===== config.mk =====
export PLATFORM = sky130hd
export DESIGN_NAME = region_scanline_mask_rasterizer_unit_flat
export DESIGN_NICKNAME = d
export VERILOG_FILES = /design/src/hw/rtl/rsmr_pkg.sv /design/src/hw/rtl/rsmr_if.sv /design/src/hw/rtl/rsmr_front.sv /design/src/hw/rtl/rsmr_cmd_fifo.sv /design/src/hw/rtl/rsmr_back.sv /design/src/hw/rtl/region_scanline_mask_rasterizer_unit.sv /design/src/flat_wrapper.sv
export SDC_FILE = /design/constraint.sdc
export NUM_CORES = 2
export LEC_CHECK = 0
export BUFFER_PORTS_ARGS = -buffer_cell sky130_fd_sc_hd__buf_2
export CAP_MARGIN = 10
export CORE_MARGIN = 4
export CORE_UTILIZATION = 45
export DETAILED_ROUTE_END_ITERATION = 10
export PLACE_DENSITY = 0.6
export SETUP_SLACK_MARGIN = 0.3
export SYNTH_ARGS = -nofsm -noshare
export SYNTH_HDL_FRONTEND = slang
export SYNTH_SLANG_ARGS = --single-unit

===== constraint.sdc =====
create_clock -name clk_i -period 12.6 [get_ports clk_i]
set_clock_uncertainty 0.1 [all_clocks]
set_input_delay 0.63 -clock clk_i [delete_from_list [all_inputs] [get_ports clk_i]]
set_output_delay 0.63 -clock clk_i [all_outputs]
set_load 0.01 [all_outputs]

===== src/hw/rtl/rsmr_pkg.sv =====
`timescale 1ns / 1ps
// Types and constants of the region scanline mask rasterizer.
// Depends on nothing; imported by the front, queue, engine, top level and testbench.
package rsmr_pkg;

  localparam logic [15:0] END_MARK  = 16'h7fff;
  localparam logic [15:0] RECT_SIZE = 16'd10;
  localparam int unsigned CHUNK_BITS = 64;
  localparam int unsigned MAX_CHUNKS = 16;
  localparam logic [10:0] DW_RESET = 11'd1024;
  localparam logic [10:0] DH_RESET = 11'd768;

  typedef enum logic [1:0] {
    CFG_WIDTH  = 2'd0,
    CFG_HEIGHT = 2'd1
  } cfg_idx_e;

  typedef enum logic [2:0] {
    PH_IDLE, PH_TOP, PH_LEFT, PH_BOTTOM, PH_RIGHT, PH_ROW, PH_BEGIN, PH_END
  } phase_e;

  typedef enum logic [1:0] {
    OP_CLEAR, OP_TOGGLE, OP_EMIT
  } op_e;

  typedef enum logic [1:0] {
    MODE_IN, MODE_OUT, MODE_RSET, MODE_RCLR
  } mode_e;

  typedef struct packed {
    op_e        op;
    mode_e      mode;
    logic [9:0] row_first;
    logic [9:0] row_last;
    logic [9:0] x0;
    logic [9:0] xm1;
  } cmd_t;

  function automatic logic [10:0] clamp_coord(logic signed [15:0] v, logic [10:0] hi);
    logic [10:0] r;
    if (v < 0) begin
      r = 11'd0;
    end else if (v[14:0] > {4'd0, hi}) begin
      r = hi;
    end else begin
      r = v[10:0];
    end
    return r;
  endfunction

  function automatic logic [10:0] min11(logic [10:0] a, logic [10:0] b);
    return (a < b) ? a : b;
  endfunction

endpackage


===== src/hw/rtl/rsmr_if.sv =====
`timescale 1ns / 1ps
// Channel interfaces: region words in, chunk items out, register writes.
// Depends on nothing.
interface rsmr_in_if ();
  logic        valid;
  logic        ready;
  logic [15:0] region_word;
  logic        first_word;
  logic        polarity_in;
  modport source (output valid, region_word, first_word, polarity_in, input ready);
  modport sink (input valid, region_word, first_word, polarity_in, output ready);
endinterface

interface rsmr_out_if ();
  logic        valid;
  logic        ready;
  logic [9:0]  row_first;
  logic [9:0]  row_last;
  logic [3:0]  chunk_index;
  logic [63:0] set_bits;
  logic [63:0] clear_bits;
  logic        last_of_run;
  modport source (output valid, row_first, row_last, chunk_index, set_bits, clear_bits,
                  last_of_run, input ready);
  modport sink (input valid, row_first, row_last, chunk_index, set_bits, clear_bits,
                last_of_run, output ready);
endinterface

interface rsmr_cfg_if ();
  logic        valid;
  logic        ready;
  logic [1:0]  index;
  logic [10:0] data;
  modport source (output valid, index, data, input ready);
  modport sink (input valid, index, data, output ready);
endinterface


===== src/hw/rtl/rsmr_front.sv =====
`timescale 1ns / 1ps
// Record parser: takes region words, tracks the box and row, issues commands.
// Depends on rsmr_pkg.
module rsmr_front import rsmr_pkg::*; #(
  parameter int unsigned LINE_WIDTH = 1024,
  parameter int unsigned ROW_LIMIT  = 1024
) (
  input  logic        clk_i,
  input  logic        rst_ni,
  input  logic        in_valid_i,
  output logic        in_ready_o,
  input  logic [15:0] region_word_i,
  input  logic        first_word_i,
  input  logic        polarity_in_i,
  input  logic        cfg_valid_i,
  input  logic [1:0]  cfg_index_i,
  input  logic [10:0] cfg_data_i,
  output logic        push_o,
  output cmd_t        cmd_o,
  input  logic        full_i
);
  localparam int unsigned CHUNKS = (LINE_WIDTH / CHUNK_BITS > MAX_CHUNKS) ?
                                   MAX_CHUNKS : LINE_WIDTH / CHUNK_BITS;
  localparam logic [10:0] XCAP = 11'(CHUNKS * CHUNK_BITS);
  localparam logic [10:0] YCAP = 11'((ROW_LIMIT > 1024) ? 1024 : ROW_LIMIT);

  phase_e phase_q, phase_d;
  logic [10:0] dw_q, dh_q;
  logic signed [15:0] top_q, left_q, bottom_q, right_q, cur_q, pend_q;
  logic signed [15:0] top_d, left_d, bottom_d, right_d, cur_d, pend_d;
  logic [15:0] size_q, size_d;
  logic pol_q, pol_d;

  logic accept;
  logic signed [15:0] sw, r0s, r1s, ytop, ybot;
  logic [10:0] wx, hy, x0, x1, y0, y1, b, e;

  assign in_ready_o = !full_i;
  assign accept = in_valid_i && !full_i;
  assign sw = signed'(region_word_i);
  assign wx = min11(dw_q, XCAP);
  assign hy = min11(dh_q, YCAP);

  always_comb begin
    phase_d = phase_q;
    top_d = top_q;
    left_d = left_q;
    bottom_d = bottom_q;
    right_d = right_q;
    cur_d = cur_q;
    pend_d = pend_q;
    size_d = size_q;
    pol_d = pol_q;
    push_o = 1'b0;
    cmd_o = '0;
    x0 = clamp_coord(left_q, wx);
    x1 = clamp_coord(sw, wx);
    r0s = (cur_q < top_q) ? top_q : cur_q;
    r1s = (sw > bottom_q) ? bottom_q : sw;
    ytop = (phase_q == PH_RIGHT) ? top_q : r0s;
    ybot = (phase_q == PH_RIGHT) ? bottom_q : r1s;
    y0 = clamp_coord(ytop, hy);
    y1 = clamp_coord(ybot, hy);
    b = clamp_coord(pend_q, wx);
    e = x1;
    if (phase_q == PH_ROW) begin
      x1 = clamp_coord(right_q, wx);
    end
    if (accept) begin
      if (first_word_i) begin
        size_d = region_word_i;
        pol_d = polarity_in_i;
        phase_d = PH_TOP;
        push_o = 1'b1;
        cmd_o.op = OP_CLEAR;
      end else begin
        case (phase_q)
          PH_TOP: begin
            top_d = sw;
            phase_d = PH_LEFT;
          end
          PH_LEFT: begin
            left_d = sw;
            phase_d = PH_BOTTOM;
          end
          PH_BOTTOM: begin
            bottom_d = sw;
            phase_d = PH_RIGHT;
          end
          PH_RIGHT: begin
            right_d = sw;
            cmd_o.op = OP_EMIT;
            cmd_o.mode = pol_q ? MODE_RSET : MODE_RCLR;
            if (size_q == RECT_SIZE) begin
              push_o = (y0 < y1) && (x0 < x1);
              phase_d = PH_IDLE;
            end else begin
              cur_d = top_q;
              phase_d = PH_ROW;
            end
          end
          PH_ROW: begin
            cmd_o.op = OP_EMIT;
            cmd_o.mode = pol_q ? MODE_IN : MODE_OUT;
            push_o = (y0 < y1) && (x0 < x1);
            cur_d = sw;
            phase_d = (region_word_i == END_MARK) ? PH_IDLE : PH_BEGIN;
          end
          PH_BEGIN: begin
            if (region_word_i == END_MARK) begin
              phase_d = PH_ROW;
            end else begin
              pend_d = sw;
              phase_d = PH_END;
            end
          end
          PH_END: begin
            cmd_o.op = OP_TOGGLE;
            push_o = b < e;
            phase_d = PH_BEGIN;
          end
          default: begin
          end
        endcase
      end
    end
    cmd_o.row_first = y0[9:0];
    cmd_o.row_last = 10'(y1 - 11'd1);
    if (cmd_o.op == OP_TOGGLE) begin
      cmd_o.x0 = b[9:0];
      cmd_o.xm1 = 10'(e - 11'd1);
    end else begin
      cmd_o.x0 = x0[9:0];
      cmd_o.xm1 = 10'(x1 - 11'd1);
    end
  end

  always_ff @(posedge clk_i or negedge rst_ni) begin
    if (!rst_ni) begin
      phase_q <= PH_IDLE;
      top_q <= '0;
      left_q <= '0;
      bottom_q <= '0;
      right_q <= '0;
      cur_q <= '0;
      pend_q <= '0;
      size_q <= '0;
      pol_q <= 1'b1;
      dw_q <= DW_RESET;
      dh_q <= DH_RESET;
    end else begin
      phase_q <= phase_d;
      top_q <= top_d;
      left_q <= left_d;
      bottom_q <= bottom_d;
      right_q <= right_d;
      cur_q <= cur_d;
      pend_q <= pend_d;
      size_q <= size_d;
      pol_q <= pol_d;
      if (cfg_valid_i) begin
        case (cfg_index_i)
          CFG_WIDTH:  dw_q <= cfg_data_i;
          CFG_HEIGHT: dh_q <= cfg_data_i;
          default: begin
          end
        endcase
      end
    end
  end

endmodule


===== src/hw/rtl/rsmr_cmd_fifo.sv =====
`timescale 1ns / 1ps
// Two-entry command queue between parser and chunk engine.
// Depends on rsmr_pkg.
module rsmr_cmd_fifo import rsmr_pkg::*; (
  input  logic clk_i,
  input  logic rst_ni,
  input  logic push_i,
  input  cmd_t cmd_i,
  output logic full_o,
  input  logic pop_i,
  output logic empty_o,
  output cmd_t cmd_o
);
  cmd_t mem_q [2];
  logic wr_q, rd_q;
  logic [1:0] cnt_q;

  assign full_o = cnt_q == 2'd2;
  assign empty_o = cnt_q == 2'd0;
  assign cmd_o = mem_q[rd_q];

  always_ff @(posedge clk_i) begin
    if (push_i) begin
      mem_q[wr_q] <= cmd_i;
    end
  end

  always_ff @(posedge clk_i or negedge rst_ni) begin
    if (!rst_ni) begin
      wr_q <= 1'b0;
      rd_q <= 1'b0;
      cnt_q <= 2'd0;
    end else begin
      if (push_i) wr_q <= !wr_q;
      if (pop_i) rd_q <= !rd_q;
      cnt_q <= 2'(cnt_q + {1'b0, push_i} - {1'b0, pop_i});
    end
  end

endmodule


===== src/hw/rtl/rsmr_back.sv =====
`timescale 1ns / 1ps
// Chunk engine: holds the line store, toggles spans, emits chunk items.
// Depends on rsmr_pkg.
module rsmr_back import rsmr_pkg::*; #(
  parameter int unsigned LINE_WIDTH = 1024
) (
  input  logic        clk_i,
  input  logic        rst_ni,
  input  logic        empty_i,
  input  cmd_t        cmd_i,
  output logic        pop_o,
  output logic        out_valid_o,
  input  logic        out_ready_i,
  output logic [9:0]  row_first_o,
  output logic [9:0]  row_last_o,
  output logic [3:0]  chunk_index_o,
  output logic [63:0] set_bits_o,
  output logic [63:0] clear_bits_o,
  output logic        last_of_run_o
);
  localparam int unsigned CHUNKS = (LINE_WIDTH / CHUNK_BITS > MAX_CHUNKS) ?
                                   MAX_CHUNKS : LINE_WIDTH / CHUNK_BITS;
  localparam int unsigned IDXW = (CHUNKS > 1) ? $clog2(CHUNKS) : 1;

  logic [63:0] line_q [CHUNKS];
  logic active_q;
  cmd_t cmd_q;
  logic [3:0] c_q;
  logic [3:0] cend;
  logic [5:0] lo;
  logic [6:0] hi;
  logic [63:0] mask, line_rd;
  logic out_free, step, last;

  assign cend = cmd_q.xm1[9:6];
  assign last = c_q == cend;
  assign lo = (c_q == cmd_q.x0[9:6]) ? cmd_q.x0[5:0] : 6'd0;
  assign hi = last ? 7'({1'b0, cmd_q.xm1[5:0]} + 7'd1) : 7'd64;
  assign mask = ({64{1'b1}} << lo) & ({64{1'b1}} >> (7'd64 - hi));
  assign line_rd = line_q[c_q[IDXW-1:0]];
  assign out_free = !out_valid_o || out_ready_i;
  assign step = active_q && ((cmd_q.op != OP_EMIT) || out_free);
  assign pop_o = !active_q && !empty_i;

  always_ff @(posedge clk_i or negedge rst_ni) begin
    if (!rst_ni) begin
      active_q <= 1'b0;
      out_valid_o <= 1'b0;
      cmd_q <= '0;
      c_q <= '0;
      row_first_o <= '0;
      row_last_o <= '0;
      chunk_index_o <= '0;
      set_bits_o <= '0;
      clear_bits_o <= '0;
      last_of_run_o <= 1'b0;
      for (int i = 0; i < CHUNKS; i++) line_q[i] <= '0;
    end else begin
      if (out_ready_i && !(step && (cmd_q.op == OP_EMIT))) out_valid_o <= 1'b0;
      if (pop_o) begin
        active_q <= 1'b1;
        cmd_q <= cmd_i;
        c_q <= cmd_i.x0[9:6];
      end
      if (step) begin
        c_q <= 4'(c_q + 4'd1);
        case (cmd_q.op)
          OP_CLEAR: begin
            for (int i = 0; i < CHUNKS; i++) line_q[i] <= '0;
            active_q <= 1'b0;
          end
          OP_TOGGLE: begin
            line_q[c_q[IDXW-1:0]] <= line_rd ^ mask;
            if (last) active_q <= 1'b0;
          end
          OP_EMIT: begin
            out_valid_o <= 1'b1;
            row_first_o <= cmd_q.row_first;
            row_last_o <= cmd_q.row_last;
            chunk_index_o <= c_q;
            last_of_run_o <= last;
            case (cmd_q.mode)
              MODE_IN:   set_bits_o <= line_rd & mask;
              MODE_OUT:  set_bits_o <= ~line_rd & mask;
              MODE_RSET: set_bits_o <= mask;
              default:   set_bits_o <= '0;
            endcase
            clear_bits_o <= (cmd_q.mode == MODE_RCLR) ? mask : '0;
            if (last) active_q <= 1'b0;
          end
          default: active_q <= 1'b0;
        endcase
      end
    end
  end

endmodule


===== src/hw/rtl/region_scanline_mask_rasterizer_unit.sv =====
`timescale 1ns / 1ps
// Top level of the region scanline mask rasterizer.
// Depends on rsmr_pkg, rsmr_if, rsmr_front, rsmr_cmd_fifo, rsmr_back.
//
//  port    dir  carries
//  in_i    in   region_word, first_word, polarity_in
//  cfg_i   in   index 0 display_width, index 1 display_height
//  out_o   out  row_first, row_last, chunk_index, set_bits, clear_bits, last_of_run
//
// The parser takes a word while the command queue is not full; the chunk engine
// loads each span toggle or emit, then walks it one 64-pixel chunk per step, up
// to LINE_WIDTH/64 (at most 16) chunks; emits wait while the output stalls. A
// region start clears the line store; reset clears it and all control state.
// A two-entry command queue lets the parser run ahead while the output stalls.
module region_scanline_mask_rasterizer_unit import rsmr_pkg::*; #(
  parameter int unsigned LINE_WIDTH = 1024,
  parameter int unsigned ROW_LIMIT  = 1024
) (
  input logic          clk_i,
  input logic          rst_ni,
  rsmr_in_if.sink      in_i,
  rsmr_cfg_if.sink     cfg_i,
  rsmr_out_if.source   out_o
);
  logic push, full, pop, empty;
  cmd_t cmd_in, cmd_out;

  assign cfg_i.ready = 1'b1;

  rsmr_front #(.LINE_WIDTH(LINE_WIDTH), .ROW_LIMIT(ROW_LIMIT)) u_front (
    .clk_i, .rst_ni,
    .in_valid_i(in_i.valid), .in_ready_o(in_i.ready),
    .region_word_i(in_i.region_word), .first_word_i(in_i.first_word),
    .polarity_in_i(in_i.polarity_in),
    .cfg_valid_i(cfg_i.valid), .cfg_index_i(cfg_i.index), .cfg_data_i(cfg_i.data),
    .push_o(push), .cmd_o(cmd_in), .full_i(full)
  );

  rsmr_cmd_fifo u_fifo (
    .clk_i, .rst_ni, .push_i(push), .cmd_i(cmd_in), .full_o(full),
    .pop_i(pop), .empty_o(empty), .cmd_o(cmd_out)
  );

  rsmr_back #(.LINE_WIDTH(LINE_WIDTH)) u_back (
    .clk_i, .rst_ni, .empty_i(empty), .cmd_i(cmd_out), .pop_o(pop),
    .out_valid_o(out_o.valid), .out_ready_i(out_o.ready),
    .row_first_o(out_o.row_first), .row_last_o(out_o.row_last),
    .chunk_index_o(out_o.chunk_index), .set_bits_o(out_o.set_bits),
    .clear_bits_o(out_o.clear_bits), .last_of_run_o(out_o.last_of_run)
  );

endmodule


===== src/flat_wrapper.sv =====
// flat-port wrapper written by rule: the top's interface ports become plain ports
module region_scanline_mask_rasterizer_unit_flat import rsmr_pkg::*;
#(
  parameter int unsigned LINE_WIDTH = 1024,
  parameter int unsigned ROW_LIMIT  = 1024
)
  (clk_i, rst_ni, in_i_valid, in_i_region_word, in_i_first_word, in_i_polarity_in, in_i_ready, cfg_i_valid, cfg_i_index, cfg_i_data, cfg_i_ready, out_o_valid, out_o_row_first, out_o_row_last, out_o_chunk_index, out_o_set_bits, out_o_clear_bits, out_o_last_of_run, out_o_ready);
  rsmr_in_if in_i_i ();
  rsmr_cfg_if cfg_i_i ();
  rsmr_out_if out_o_i ();
  input logic clk_i;
  input logic rst_ni;
  input wire logic [$bits(in_i_i.valid)-1:0] in_i_valid;
  input wire logic [$bits(in_i_i.region_word)-1:0] in_i_region_word;
  input wire logic [$bits(in_i_i.first_word)-1:0] in_i_first_word;
  input wire logic [$bits(in_i_i.polarity_in)-1:0] in_i_polarity_in;
  output wire logic [$bits(in_i_i.ready)-1:0] in_i_ready;
  input wire logic [$bits(cfg_i_i.valid)-1:0] cfg_i_valid;
  input wire logic [$bits(cfg_i_i.index)-1:0] cfg_i_index;
  input wire logic [$bits(cfg_i_i.data)-1:0] cfg_i_data;
  output wire logic [$bits(cfg_i_i.ready)-1:0] cfg_i_ready;
  output wire logic [$bits(out_o_i.valid)-1:0] out_o_valid;
  output wire logic [$bits(out_o_i.row_first)-1:0] out_o_row_first;
  output wire logic [$bits(out_o_i.row_last)-1:0] out_o_row_last;
  output wire logic [$bits(out_o_i.chunk_index)-1:0] out_o_chunk_index;
  output wire logic [$bits(out_o_i.set_bits)-1:0] out_o_set_bits;
  output wire logic [$bits(out_o_i.clear_bits)-1:0] out_o_clear_bits;
  output wire logic [$bits(out_o_i.last_of_run)-1:0] out_o_last_of_run;
  input wire logic [$bits(out_o_i.ready)-1:0] out_o_ready;
  assign in_i_i.valid = in_i_valid;
  assign in_i_i.region_word = in_i_region_word;
  assign in_i_i.first_word = in_i_first_word;
  assign in_i_i.polarity_in = in_i_polarity_in;
  assign in_i_ready = in_i_i.ready;
  assign cfg_i_i.valid = cfg_i_valid;
  assign cfg_i_i.index = cfg_i_index;
  assign cfg_i_i.data = cfg_i_data;
  assign cfg_i_ready = cfg_i_i.ready;
  assign out_o_valid = out_o_i.valid;
  assign out_o_row_first = out_o_i.row_first;
  assign out_o_row_last = out_o_i.row_last;
  assign out_o_chunk_index = out_o_i.chunk_index;
  assign out_o_set_bits = out_o_i.set_bits;
  assign out_o_clear_bits = out_o_i.clear_bits;
  assign out_o_last_of_run = out_o_i.last_of_run;
  assign out_o_i.ready = out_o_ready;
  region_scanline_mask_rasterizer_unit #(.LINE_WIDTH(LINE_WIDTH), .ROW_LIMIT(ROW_LIMIT)) u_core (.clk_i(clk_i), .rst_ni(rst_ni), .in_i(in_i_i), .cfg_i(cfg_i_i), .out_o(out_o_i));
endmodule

=== After elaboration in Yosys (flattened, before gate mapping) ===
Memory sizes are Yosys's and may differ from the RTL's.
Index checks and enable logic that the tools add are counted.

* Register bits after elaboration: 1369
* Bits in writable memories: 88
* Output and inout port bits: 156
* Logic and storage cells: 204
* Memories: 1
* Bits in latches: 0
* Bits in read-only memories: 0

* Div/mod/pow operators: 0
* $lt $le $gt $ge: 21
* $mul: 0
* Muxes and demuxes: 60
* Reduce and logical (&&, ||, !) cells: 38
* Equality and inequality tests: 21
* Shift-type cells: 2
* Add/sub/neg operators: 8
* Bitwise logic cells: 8

{| class="wikitable"
|+ Memory list
! memory !! words !! width !! rd ports !! clocked after memory_dff !! write ports !! RTL line !! text
|-
| u_core.u_fifo.mem_q || 2 || 44 || 1 || 0 || 1 || rsmr_cmd_fifo.sv:14 || <nowiki>cmd_t mem_q [2];</nowiki>
|}

{| class="wikitable"
|+ Operators by type and width
! kind !! count
|-
| 1024-bit one-hot mux with 2 select lines || 1
|-
| 1024-bit bitwise mux || 1
|-
| 64-bit binary-select mux with 4-bit select || 1
|-
| 64-bit demux with 4-bit select || 1
|-
| 64-bit two-way mux || 4
|-
| 64-bit bitwise AND || 3
|-
| 64-bit one-hot mux with 3 select lines || 1
|-
| 11-bit two-way mux || 15
|-
| 16-bit by 1-bit < comparator with 1-bit output, second input constant || 6
|-
| 15-bit by 11-bit > comparator with 1-bit output || 6
|-
| 16-bit two-way mux || 5
|-
| 64-bit inverter || 1
|-
| 64-bit by 6-bit << shifter with 64-bit output, first input constant || 1
|-
| 64-bit by 7-bit right shift with 64-bit output, first input constant || 1
|-
| 64-bit bitwise XOR || 1
|-
| 11-bit < comparator || 3
|-
| 16-bit one-hot mux with 2 select lines || 1
|-
| 10-bit by 1-bit subtractor with 10-bit output, second input constant || 3
|-
| 11-bit < comparator, second input constant || 2
|-
| 3-bit one-hot mux with 7 select lines || 1
|-
| 20-bit two-way mux || 1
|-
| 16-bit by 15-bit equality test with 1-bit output, second input constant || 1
|-
| 16-bit by 4-bit equality test with 1-bit output, second input constant || 1
|-
| 16-bit > comparator || 1
|-
| other kinds (35) || 96
|}

=== Logic depth before layout (Yosys ltp) ===
* Word-level depth: 14
* Mapped depth: 37
* Gate-level depth less buffers: 34

=== Hierarchy ===
A second synthesis with hierarchy kept.

* Cell total of the unflattened synthesis: 7942
* Area total of the unflattened synthesis: 81309.2 sq um

{| class="wikitable"
|+ By module, submodules not included
! module !! instances !! area an instance (sq um) !! cells an instance
|-
| rsmr_back || 1 || 67026.8 || 6681
|-
| rsmr_front || 1 || 10699.0 || 1107
|-
| rsmr_cmd_fifo || 1 || 3572.2 || 152
|-
| region_scanline_mask_rasterizer_unit || 1 || 11.3 || 2
|}

=== Worst setup path after synthesis ===
OpenSTA, ideal clock, no wires.

* Path kind: flip-flop to flip-flop
* Start: register u_core.u_front.top_q[13]
* End: memory u_core.u_fifo.mem_q[1][0] in the netlist's numbering (enable)
* Arrival: 8193 ps
* Period minus slack after synthesis: 8743 ps
* Data required time: 12050 ps
* Stages on the path, launching flop included: 30
* Path slack: 3857 ps
* Setup time: 450 ps
* Cells stage by stage: dfrtp_1 -> inv_1 -> ha_1 -> a21o_1 -> a21o_1 -> a221oi_1 -> o31a_2 -> mux2i_1 -> clkbuf_1 -> mux2_2 -> ha_1 -> nor2b_1 -> o21a_1 -> o21ai_0 -> a211oi_1 -> o21bai_1 -> a21oi_1 -> nor2_4 -> clkbuf_1 -> or2_2 -> a21boi_0 -> ha_1 -> nor2b_1 -> o21ai_0 -> nand3_1 -> nor3_1 -> o211ai_1 -> a2bb2oi_1 -> o41a_1 -> nor2b_1

{| class="wikitable"
|+ RTL lines
! element !! RTL line !! text
|-
| start: declaration || rsmr_front.sv:29 || <nowiki>logic signed [15:0] top_q, left_q, bottom_q, right_q, cur_q, pend_q;</nowiki>
|-
| start signal: assignment || rsmr_front.sv:153 || <nowiki>top_q <= top_d;</nowiki>
|-
| end: declaration || rsmr_cmd_fifo.sv:14 ||
|}

==> impl_metrics.tcl <==
set metrics [dict create \
    clkLatencyLatePin_ns 0.80 \
    cts.htree.levels 4 \
    critical_path_buf_inv_count 4 \
    slew_viol_final 0 \
    crit_path_frequent_cell "ha_1" \
    drv_cap 0 \
    first_pass_iters 6 \
    synth_cells 6197 \
    synth_ff_type "dfrtp_1" \
    drive_gt1_frac 0.178 \
    routabilityCongestion 0.959 \
    syn_to_final_growth_pct 11.8 \
    required_ns 12.91 \
    cts_tree "built" \
    finalNonFillerCells 8303 \
    grt_start_max_net_pins 165 \
    numPortBuffers 190 \
    grt_usage 0.291 \
    synth.cell_area_um2 68200 \
    vias 50634 \
    start_util 0.454 \
    syn_nets 6376 \
    viasPerCell 6.10 \
    async_flop_share 0.940 \
    tightest_slew_ns 1.24 \
    finalCritPeriodShare 0.639 \
    finalPower_w 0.0234 \
    p_int_w 0.0126 \
    p_sw_w 0.0108 \
    final_cell_area_um2 76200 \
    synth_edf_count 88 \
    max_freq_ghz 0.124 \
    ant_nets 0 \
    synth_seq_area_share 0.541 \
    dpl-instance-area_um2 70800 \
    fp.dieArea_um2 158000 \
    swShare 0.460 \
    status "finished, final reports clean" \
    ir_drop_uv 267 \
    hold_viol 0 \
    nets 6335 \
    hp-class "input port to flip-flop" \
    comb_power_share 0.470 \
    drc_errors 0 \
    power_frac_clock 0.204 \
    relSlewSlack 0.175 \
    place_hpwl_mm 134 \
    yosysWarnings 0 \
    cpMaxStageDelayCell "o41a_1" \
    crit_path_start_kind "flip-flop" \
    ctsResizeCount 0 \
    cts_sinks 1457 \
    critPathMaxStageDelay_ns 0.54 \
    routedWlPerCell_um 27.7 \
    post_synth_num_cell_types 94 \
    critical_path.top_delay_family "compound AO/OA/AOI/OAI gates" \
    drtIter0Drc 5229 \
    pwr-share-seq 0.326 \
    rsz0062_at_grt "false" \
    grt_pass1_vias 51161 \
    path_class "flip-flop to flip-flop" \
    antenna_found_initial 2 \
    io_pins 192 \
    core-area_um2 150000 \
    synth.avg_cell_area_um2 11.0 \
    grt_pass1_wl_mm 342 \
    die_x_um 397 \
    cts.root.buffer_cell "clkbuf_16" \
    finalSetupViolations 0 \
    p_leak_nw 34.6 \
    routed_wl_mm 230 \
    power_per_cell_area_nw_per_um2 307 \
    final.setup.tns_ns 0 \
    critPathMaxFanout 44 \
    grt_remaining_overflow 0 \
    cts-buffers-inserted 158 \
    std_cell_rows 142 \
    worstSetupEndpointType "flip-flop" \
    ys_ff_latch 1457 \
    worstPathArrival_ns 8.35 \
    cts_buffer_depth 3 \
    die_h_um 397 \
    cts.clk_slew.worst_paths_ns 0.06 \
    min_period_ns 8.05 \
    dp.cells 8007 \
]
-- timing repair --
action	4_1_cts	5_1_grt
hold endpoints to repair	151	0
hold buffers	4	0
buffers inserted	0	0
-- power groups by stage --
| stage | registers, W | clock network [W] | logic [W] |
|---|---|---|---|
| 5_1_grt | 0.00781 | 0.00504 | 0.0118 |
| 4_1_cts | 0.00760 | 0.00483 | 0.0109 |
| 6_report | 0.00763 | 0.00477 | 0.0110 |
| 3_3_place_gp | 0.00761 | 0 | 0.0107 |
| 2_1_floorplan | 0.00721 | 0 | 0.00704 |
| 3_5_place_dp | 0.00767 | 0 | 0.0108 |
-- metal layers --
metal / GRT usage / up-vias / share of wire
met3: 0.0772 / 522 / 0.095
met2: 0.447 / 2352 / 0.45
li1: - / 21729 / -
met1: 0.394 / 26029 / 0.41
met5: 0 / - / 0.000035
met4: 0.124 / 2 / 0.046
-- registers in the layout, summed over array words and instances, names as in the netlist, 2 cells and up --
register / cells
u_core.u_front.phase_q: 3
u_core.u_front.left_q: 16
u_core.u_fifo.mem_q: 88
u_core.u_back.line_q: 1024
u_core.u_front.bottom_q: 16
u_core.u_back.row_first_o: 10
u_core.u_front.top_q: 16
u_core.u_front.dh_q: 11
u_core.u_back.cend: 4
u_core.u_back.chunk_index_o: 4
u_core.u_back.c_q: 4
u_core.u_fifo.cnt_q: 2
u_core.u_front.pend_q: 16
u_core.u_front.cur_q: 16
u_core.u_back.row_last_o: 10
u_core.u_back.cmd_q: 40
u_core.u_back.set_bits_o: 64
u_core.u_front.right_q: 16
u_core.u_back.clear_bits_o: 64
u_core.u_front.dw_q: 11
u_core.u_front.size_q: 16
-- final cells by class --
| type | instances | area [um^2] |
|---|---|---|
| timing repair buffer | 292 | 1820 |
| clock buffer | 216 | 4460 |
| multi-input combinational | 4169 | 29300 |
| sequential | 1457 | 36900 |
| clock inverter | 72 | 870 |
| inverter | 78 | 293 |
| fill | 13490 | 73900 |
| antenna | 3 | 7.51 |
| tap | 2016 | 2520 |
-- cells by family (layout without fill, tap and decap cells) --
kind of cell	count (synthesis)	after routing	share of synthesized area
AND/OR/NAND/NOR	1789	1789	0.108
AO/OA/AOI/OAI	1527	1527	0.129
flip-flops	1457	1457	0.541
buffers and inverters	571	658	0.0327
multiplexers	550	550	0.142
XOR/XNOR	159	159	0.0211
adder cells (fa/ha/maj)	143	143	0.0262
other	1	4	0.0000550
-- cells in the mapped netlist (7+ instances only) --
master | number | area share
a21boi_0 | 10 | 0.0011
and2_1 | 11 | 0.0010
and3_1 | 13 | 0.0012
o21ai_1 | 46 | 0.0034
mux2_2 | 133 | 0.022
dfrtp_1 | 1365 | 0.50
a211oi_1 | 7 | 0.00077
or2_2 | 21 | 0.0019
a22o_1 | 102 | 0.013
mux2i_1 | 96 | 0.014
nor4_1 | 14 | 0.0013
clkbuf_1 | 400 | 0.022
a21o_1 | 41 | 0.0045
buf_2 | 59 | 0.0043
nor3_1 | 23 | 0.0017
xnor2_1 | 59 | 0.0076
xor2_1 | 94 | 0.012
nand4_1 | 26 | 0.0024
o21a_1 | 11 | 0.0012
o22a_1 | 13 | 0.0017
nand2_1 | 1341 | 0.074
nand2b_1 | 18 | 0.0017
o31ai_1 | 45 | 0.0050
o211ai_1 | 15 | 0.0017
or3_1 | 7 | 0.00064
nand3_1 | 60 | 0.0044
buf_1 | 28 | 0.0015
mux4_2 | 320 | 0.11
nor2_1 | 191 | 0.011
o21ai_0 | 1067 | 0.078
nor2b_1 | 29 | 0.0027
ha_1 | 143 | 0.026
edfxtp_1 | 88 | 0.039
a21oi_1 | 97 | 0.0071
a211oi_2 | 8 | 0.0015
inv_1 | 77 | 0.0042
-- through the flow --
stage | worst slack (ns) | util | hold WS, ns
CTS | 4.55 | 0.508 | 0.00320
global placement | 4.75 | 0.472 | 0.350
global route | 4.04 | 0.508 | 0.0207
detailed placement | 4.58 | 0.472 | 0.351
finish | 4.55 | 0.508 | 0.0423
floorplan | 3.86 | - | 0.234
-- placed cells by master (no fill, tap or decap), drive strengths merged, types with 7 or more instances in the layout --
cell	instances
o21a	11
nor2	200
dfrtp	1365
nor3	25
a21oi	100
nor4	15
a21o	42
or3	7
a211oi	16
bufinv	14
nand3	60
xnor2	62
mux2	133
and3	14
o31ai	45
buf	288
and2	13
nand2b	18
mux2i	97
clkinv	40
mux4	320
o22a	13
nor2b	29
nand4	27
nand2	1344
o21ai	1115
xor2	97
o211ai	18
a22o	102
a21boi	11
o221ai	7
clkbuf	216
inv	86
edfxtp	88
ha	143
or2	21
clkinvlp	10
-- worst paths after layout --
kind | from | end | slack, ns | cells past startpoint
max reg2reg | u_core.u_front.top_q[15] | u_core.u_fifo.mem_q[1][6] | 4.55 | 30
min | cfg_i_data[7] | u_core.u_front.dw_q[7] | 0.04 | 2
max | u_core.u_front.top_q[15] | u_core.u_fifo.mem_q[1][6] | 4.55 | 30
min reg2reg | u_core.u_back.set_bits_o[51] | u_core.u_back.set_bits_o[51] | 0.36 | 2
max in group asynchronous | rst_ni | u_core.u_back.line_q[923] | 8.75 | 5
min in group asynchronous | rst_ni | u_core.u_back.line_q[763] | 0.31 | 2
Note: power is estimated with default switching activity, not from simulation.
